$ cat src/grce_pkg.sv
package grce_pkg;

  localparam int NSTEP  = 20;
  localparam int STEP_W = $clog2(NSTEP);

  localparam logic [15:0] Q_ONE = 16'h8000;

  // configuration register indexes
  localparam logic CFG_TRIGGER_THRESHOLD = 1'b0;
  localparam logic CFG_STICK_DEADZONE    = 1'b1;

  typedef enum logic [1:0] {
    K_BTN,
    K_TRG,
    K_AXS
  } kind_t;

  typedef enum logic {
    S_IDLE,
    S_RUN
  } state_t;

  // one control word of the scan program
  typedef struct packed {
    kind_t      kind;
    logic [3:0] sel;   // button bit, trigger index or axis index
    logic [4:0] id;    // event id (negative half for axes)
    logic       fin;   // final step of the program
  } ctl_t;

  typedef struct packed {
    logic [15:0]      buttons;
    logic [1:0][7:0]  trig;
    logic [3:0][15:0] axes;
  } report_t;

  typedef struct packed {
    logic [4:0]  id;
    logic        pressed;
    logic [15:0] mag;
  } event_t;

  // program ROM: buttons, triggers, then stick axes
  function automatic ctl_t grce_rom(input logic [STEP_W-1:0] s);
    ctl_t c;
    c.kind = K_BTN;
    c.sel  = 4'd0;
    c.id   = 5'd0;
    c.fin  = 1'b0;
    if (s inside {[0:9]}) begin
      c.kind = K_BTN;
      c.sel  = 4'(s);
      c.id   = 5'(s);
    end else if (s inside {[10:13]}) begin
      // skip the two unused button bits
      c.kind = K_BTN;
      c.sel  = 4'(s + 5'd2);
      c.id   = 5'(s);
    end else if (s inside {[14:15]}) begin
      c.kind = K_TRG;
      c.sel  = 4'(s - 5'd14);
      c.id   = 5'(s);
    end else if (s inside {[16:19]}) begin
      c.kind = K_AXS;
      c.sel  = 4'(s - 5'd16);
      c.id   = 5'(5'd16 + ((s - 5'd16) << 1));
      c.fin  = (s == 5'(NSTEP - 1));
    end
    return c;
  endfunction

  // floor(t * 32768 / 255) = 128t + floor(128t / 255)
  function automatic logic [15:0] trig_mag(input logic [7:0] t);
    logic [14:0] x;
    logic [23:0] p;
    logic [7:0]  q;
    logic [14:0] r;
    x = {t, 7'd0};
    p = {x, 8'd0} + 24'(x);
    q = p[23:16];
    r = x - (15'(q) * 15'd255);
    if (r >= 15'd255) q = q + 8'd1;
    return 16'(x) + 16'(q);
  endfunction

endpackage

$ cat src/gamepad_report_change_events.sv
// Gamepad report change detector. Each accepted report whose packet number
// is greater than the stored one is scanned by a 20-step program (14
// buttons, 2 triggers, 4 stick axes), one control per cycle while the
// output is not stalled; each changed control puts one item on the output,
// the final one flagged by last_event. The scan ends on the step after which
// no changed control remains, and a fresh report holds the input until then;
// a stale report is dropped in its accept cycle. The next report is taken
// once the scan has finished, while the final item may still wait.
module gamepad_report_change_events (
  input  logic               clk,
  input  logic               rst,
  input  logic               cfg_we,
  input  logic               cfg_index,
  input  logic [14:0]        cfg_data,
  input  logic               in_valid,
  output logic               in_ready,
  input  logic [31:0]        packet_number,
  input  logic [15:0]        button_bits,
  input  logic [7:0]         left_trigger,
  input  logic [7:0]         right_trigger,
  input  logic signed [15:0] left_x,
  input  logic signed [15:0] left_y,
  input  logic signed [15:0] right_x,
  input  logic signed [15:0] right_y,
  output logic               out_valid,
  input  logic               out_ready,
  output logic [4:0]         control_id,
  output logic               is_pressed,
  output logic [15:0]        magnitude,
  output logic               last_event
);
  import grce_pkg::*;

  state_t            state;
  state_t            state_next;
  logic [STEP_W-1:0] step;
  logic [STEP_W-1:0] step_next;
  logic [7:0]        trigger_threshold;
  logic [14:0]       stick_deadzone;
  logic [31:0]       prev_packet;
  logic [31:0]       cur_packet;
  report_t           prev;
  report_t           cur;
  ctl_t              ctl;
  event_t            ev;
  logic [NSTEP-1:0]  chg;
  logic [NSTEP-1:0]  later;
  logic              accept;
  logic              fresh;
  logic              adv;
  logic              tail_empty;
  logic              done;
  logic              commit;

  grce_eval u_eval (
    .ctl               (ctl),
    .cur               (cur),
    .prev              (prev),
    .trigger_threshold (trigger_threshold),
    .stick_deadzone    (stick_deadzone),
    .ev                (ev),
    .chg               (chg)
  );

  assign ctl        = grce_rom(step);
  assign accept     = in_valid && in_ready;
  assign fresh      = packet_number > prev_packet;
  assign adv        = (state == S_RUN) && (!out_valid || out_ready);
  assign later      = ~((NSTEP'(2) << step) - NSTEP'(1));
  assign tail_empty = ~|(chg & later);
  assign done       = ctl.fin || tail_empty;

  always_comb begin
    state_next = state;
    step_next  = step;
    commit     = 1'b0;
    in_ready   = 1'b0;
    case (state)
      S_IDLE: begin
        in_ready = !rst;
        if (accept && fresh) begin
          state_next = S_RUN;
          step_next  = '0;
        end
      end
      S_RUN: begin
        if (adv) begin
          if (done) begin
            state_next = S_IDLE;
            commit     = 1'b1;
          end else begin
            step_next = step + STEP_W'(1);
          end
        end
      end
      default: begin
        state_next = S_IDLE;
      end
    endcase
  end

  always_ff @(posedge clk) begin
    if (rst) begin
      state <= S_IDLE;
      step  <= '0;
    end else begin
      state <= state_next;
      step  <= step_next;
    end
  end

  always_ff @(posedge clk) begin
    if (rst) begin
      trigger_threshold <= 8'd30;
      stick_deadzone    <= 15'd8689;
    end else if (cfg_we) begin
      case (cfg_index)
        CFG_TRIGGER_THRESHOLD: trigger_threshold <= cfg_data[7:0];
        CFG_STICK_DEADZONE:    stick_deadzone    <= cfg_data;
        default:               trigger_threshold <= trigger_threshold;
      endcase
    end
  end

  // hold the report under scan
  always_ff @(posedge clk) begin
    if (accept) begin
      cur_packet  <= packet_number;
      cur.buttons <= button_bits;
      cur.trig    <= {right_trigger, left_trigger};
      cur.axes    <= {right_y, right_x, left_y, left_x};
    end
  end

  // stored report advances once the scan is over
  always_ff @(posedge clk) begin
    if (rst) begin
      prev_packet <= '0;
      prev        <= '0;
    end else if (commit) begin
      prev_packet <= cur_packet;
      prev        <= cur;
    end
  end

  always_ff @(posedge clk) begin
    if (rst) begin
      out_valid <= 1'b0;
    end else if (adv && chg[step]) begin
      out_valid <= 1'b1;
    end else if (out_ready) begin
      out_valid <= 1'b0;
    end
  end

  always_ff @(posedge clk) begin
    if (adv && chg[step]) begin
      control_id <= ev.id;
      is_pressed <= ev.pressed;
      magnitude  <= ev.mag;
      last_event <= tail_empty;
    end
  end

`ifndef SYNTH
  // a new scan waits at its first step behind the previous report's final item
  a_wait_first: assert property (@(posedge clk) disable iff (rst)
    (state == S_RUN && out_valid && last_event) |-> step == '0)
    else $error("scan advanced past final item still pending");

  a_packet_grows: assert property (@(posedge clk) disable iff (rst)
    !rst |=> prev_packet >= $past(prev_packet))
    else $error("stored packet number went backwards");

  a_step_range: assert property (@(posedge clk) disable iff (rst)
    state == S_RUN |-> step < STEP_W'(NSTEP))
    else $error("step counter beyond program");
`endif

endmodule

$ cat src/grce_eval.sv
module grce_eval (
  input  grce_pkg::ctl_t              ctl,
  input  grce_pkg::report_t           cur,
  input  grce_pkg::report_t           prev,
  input  logic [7:0]                  trigger_threshold,
  input  logic [14:0]                 stick_deadzone,
  output grce_pkg::event_t            ev,
  output logic [grce_pkg::NSTEP-1:0]  chg
);
  import grce_pkg::*;

  ctl_t               c;
  logic [7:0]         t;
  logic signed [15:0] v;
  logic signed [15:0] o;
  logic signed [16:0] vx;
  logic [16:0]        nv;

  // change flag for every step of the program
  always_comb begin
    c = '0;
    for (int s = 0; s < NSTEP; s++) begin
      c = grce_rom(STEP_W'(s));
      case (c.kind)
        K_BTN:   chg[s] = cur.buttons[c.sel] != prev.buttons[c.sel];
        K_TRG:   chg[s] = cur.trig[c.sel[0]] != prev.trig[c.sel[0]];
        K_AXS:   chg[s] = cur.axes[c.sel[1:0]] != prev.axes[c.sel[1:0]];
        default: chg[s] = 1'b0;
      endcase
    end
  end

  always_comb begin
    t  = cur.trig[ctl.sel[0]];
    v  = cur.axes[ctl.sel[1:0]];
    o  = prev.axes[ctl.sel[1:0]];
    vx = 17'(v);
    nv = 17'(-vx);
    ev.id      = ctl.id;
    ev.pressed = 1'b0;
    ev.mag     = 16'd0;
    case (ctl.kind)
      K_BTN: begin
        ev.pressed = cur.buttons[ctl.sel];
        ev.mag     = cur.buttons[ctl.sel] ? Q_ONE : 16'd0;
      end
      K_TRG: begin
        ev.pressed = t > trigger_threshold;
        ev.mag     = trig_mag(t);
      end
      K_AXS: begin
        if (v > 16'sd0) begin
          ev.id      = ctl.id + 5'd1;
          ev.pressed = v[14:0] > stick_deadzone;
          // v * 32768 / 32767 floors to v, except at full scale
          ev.mag     = (v == 16'sd32767) ? Q_ONE : 16'(v);
        end else if (v < 16'sd0) begin
          ev.pressed = nv[15:0] > {1'b0, stick_deadzone};
          ev.mag     = nv[15:0];
        end else begin
          // back to zero: release the half that was left
          ev.id = (o > 16'sd0) ? ctl.id + 5'd1 : ctl.id;
        end
      end
      default: begin
        ev.pressed = 1'b0;
      end
    endcase
  end

endmodule

$ cat config.mk
export PLATFORM = sky130hd
export DESIGN_NAME = gamepad_report_change_events
export DESIGN_NICKNAME = d
export VERILOG_FILES = /design/src/grce_pkg.sv /design/src/gamepad_report_change_events.sv /design/src/grce_eval.sv
export SDC_FILE = /design/constraint.sdc
export NUM_CORES = 1
export LEC_CHECK = 0
export BUFFER_PORTS_ARGS = -buffer_cell sky130_fd_sc_hd__buf_2
export CAP_MARGIN = 20
export CORE_ASPECT_RATIO = 0.75
export CORE_UTILIZATION = 55
export DETAILED_ROUTE_END_ITERATION = 8
export PLACE_DENSITY = 0.73
export SLEW_MARGIN = 15
export SYNTH_ARGS = -nofsm -noshare
export SYNTH_HDL_FRONTEND = slang
export SYNTH_SLANG_ARGS = --single-unit
$ cat constraint.sdc
create_clock -name clk -period 9.9 [get_ports clk]
set_input_delay 2.475 -clock clk [delete_from_list [all_inputs] [get_ports clk]]
set_output_delay 2.475 -clock clk [all_outputs]
set_load 0.05 [all_outputs]
==> flow_summary.toml <==
[drt]
avgRoutedWirePerCell_um = 20.4
drc = 0
postRouteAntennaNets = 0
vias = 13313
dr.pass1.iters = 6
via_per_inst = 5.88
wirelength_um = 46300
drt_iter0_drc = 1539

[critical_path]
critPathMostFrequentCell = "ha_1"
startpoint_type = "register"
worstPathMaxFanout = 12
required_ps = 10240
critical_path_class = "register to register"
critical_path.endpoint_type = "register"
cp_slowest_cell = "dfxtp_1"
slowest_delay_ps = 610
worst_ep_arrival_time_ps = 9390

[die]
die_y_um = 157
fp.coreArea_sq_um = 31400
rows = 56
initial_core_util_pct = 56.0
die_x_um = 208
dieArea_sq_um = 32700
ioPinCount = 174

[timing]
skew_ps = 18.2
min_period_over_period_pct = 91.4
tns_ps = 0
period_needed_ps = 9050
worst_slew_pin_slew_ps = 1090
hold_slack_ps = 466
setup_viol = 0
finalHoldViolCount = 0
slew-limit-headroom_pct = 26.9
max_freq_mhz = 111
drv_slew = 0
rsz0062_at_grt = "false"

[global_routing]
grt_pass1_wl_um = 72300
grt_usage_pct = 28.5
grt_pass1_vias = 12617
antenna_found_initial = 2
grt_overflow = 0
grt_max_degree = 89

[clock_tree]
tritoncts = "yes"
clkSlewWorstSetupHoldPaths_ps = 70
clk_latency_ps = 590
cts_buffer_depth = 3
cts_hold_buf = 0
cts_buffers = 30
h-tree-depth = 1
cts_sinks = 307
postCtsSetupBuffers = 0
root_buffer = "clkbuf_16"
ctsResizeCount = 0

[logic_synthesis]
ys_types = 83
synth-async-reset-ratio_pct = 0
synth_edf_count = 151
syn_nets = 1982
syn_area_sq_um = 17600
ys_ff_latch = 307
synth_cells = 1683
synth_ff_type = "dfxtp_1"
ys_warn_count = 0
syn_avg_cell_area_sq_um = 10.4
ys_seq_area_share_pct = 43.5

[placement]
numPortBuffers = 173
dpl_cell_area_sq_um = 18800
dpl.hpwl_um = 35300
globalplace.congestion = 0.955
dp_cells = 2209

[finish]
fin_nets = 2134
post-route-cell-area_sq_um = 19700
fin_cells = 2266
drive_above_1_share_pct = 15.0
syn_to_final_growth_pct = 12.2

[pwr]
power_mw = 3.58
swShare_pct = 31.6
p_per_area_nw_per_um2 = 181
pwr-share-clk_pct = 31.7
p_int_mw = 2.45
p_seq_share_pct = 39.2
p_leak_nw = 7.52
comb_power_share_pct = 29.1
peakVddDrop_v = 0.000231
p_sw_mw = 1.13

[status]
status = "finished, final reports clean"

[flow_run]
maxCapViolations = 0

[worst_hold_path]
hold_path.class = "register to register"
-- final timing paths --
check                    endpoint  cells past startpoint            startpoint  slack, ps
max                 magnitude[13]                     31               step[0]        850
min          trigger_threshold[5]                      2  trigger_threshold[5]        470
max reg2reg         magnitude[13]                     31               step[0]        850
min reg2reg  trigger_threshold[5]                      2  trigger_threshold[5]        470
-- power by group through the flow --
stage | clock network [mW] | logic [mW] | registers [mW]
final | 1.13 | 1.04 | 1.40
after global routing | 1.19 | 1.18 | 1.40
after CTS | 1.15 | 1.04 | 1.40
after detailed placement | 0 | 1.03 | 1.43
after global placement | 0 | 0.999 | 1.43
after floorplan | 0 | 0.786 | 1.43
-- critical path, delay by kind of cell, from the launching register on --
family / cells / cell delay (ps)
xor+xnor: 1 / 120
simple gates: 5 / 1150
mux: 2 / 390
flops: 1 / 610
compound gates: 8 / 2200
buf+inv: 5 / 910
fa+ha+maj: 10 / 3390
-- per-layer routing --
metal / GRT usage [%] / up-vias / part of all wire [%]
met1: 43.2 / 6426 / 47
li1: - / 6280 / -
met4: 5.86 / 0 / 2.1
met2: 41.8 / 542 / 42
met3: 5.60 / 65 / 8.8
met5: 0 / - / 0
-- layout make-up --
type                       count  area [sq um]
clock buffer                  42           846
fill                        2602         11700
multi-input combinational   1176          9130
clock inverter                14           128
sequential                   307          7660
timing repair buffer         186           966
antenna                        1          2.50
tap                          406           508
inverter                     134           503
-- registers in the layout, summed over array words and instances (netlist names), 8 cells and up --
signal and flops:
magnitude 16, cur 96, prev_packet 32, stick_deadzone 15, prev 94, trigger_threshold 8
cur_packet 32
-- synthesized netlist by cell type (8+ instances only) --
cell type  number  area share, %
nor2_1        183            3.9
dfxtp_1       156             18
edfxtp_1      151             26
mux2i_1       148            8.4
inv_1         132            2.8
ha_1          122            8.7
xnor2_1       115            5.7
nand2_1       107            2.3
a21oi_1        62            1.8
o21ai_0        39            1.1
clkbuf_1       37           0.79
nand4_1        37            1.3
nand3_1        35            1.0
fa_1           28            3.2
nor3_1         24           0.68
xor2_1         22            1.1
nor4_1         20           0.71
a21o_1         19           0.81
buf_2          16           0.46
mux4_2         14            1.8
nand2b_1       13           0.46
nor2b_1        13           0.46
a211oi_1       12           0.51
o21a_1         12           0.51
nand3b_1        9           0.38
a311oi_1        8           0.40
and2_1          8           0.28
-- layout by cell type, fill, tap and decap left out, types with 19 or more instances in the layout --
cell       netlist  final
inv_1          132    132
dfxtp_1        156    156
fa_1            28     28
ha_1           122    122
nand3_1         35     35
nand2_1        107    107
edfxtp_1       151    151
clkbuf_16        0     30
nor4_1          20     20
a21oi_1         62     61
a21o_1          19     19
nor2_1         183    183
mux2i_1        148    148
nand4_1         37     37
o21ai_0         39     39
xor2_1          22     22
xnor2_1        115    115
nor3_1          24     24
buf_2           16    172
-- per-stage QoR --
| step | worst slack, ps | utilization (%) |
|---|---|---|
| final | 851 | 62.9 |
| after global routing | 355 | 62.9 |
| after global placement | 1350 | 59.8 |
| after detailed placement | 980 | 59.8 |
| after CTS | 946 | 62.9 |
| after floorplan | 964 | - |
-- logic make-up after synthesis --
family                     share of synthesized area [%]
buffers and inverters                               4.66
and+or+nand+nor                                     13.0
xor gates and xnor gates                            6.82
DFF                                                 43.5
AOI/OAI and AO/OA                                   9.33
adders and majority gates                           11.9
muxes                                               10.7
(Power assumes the default switching activity.)
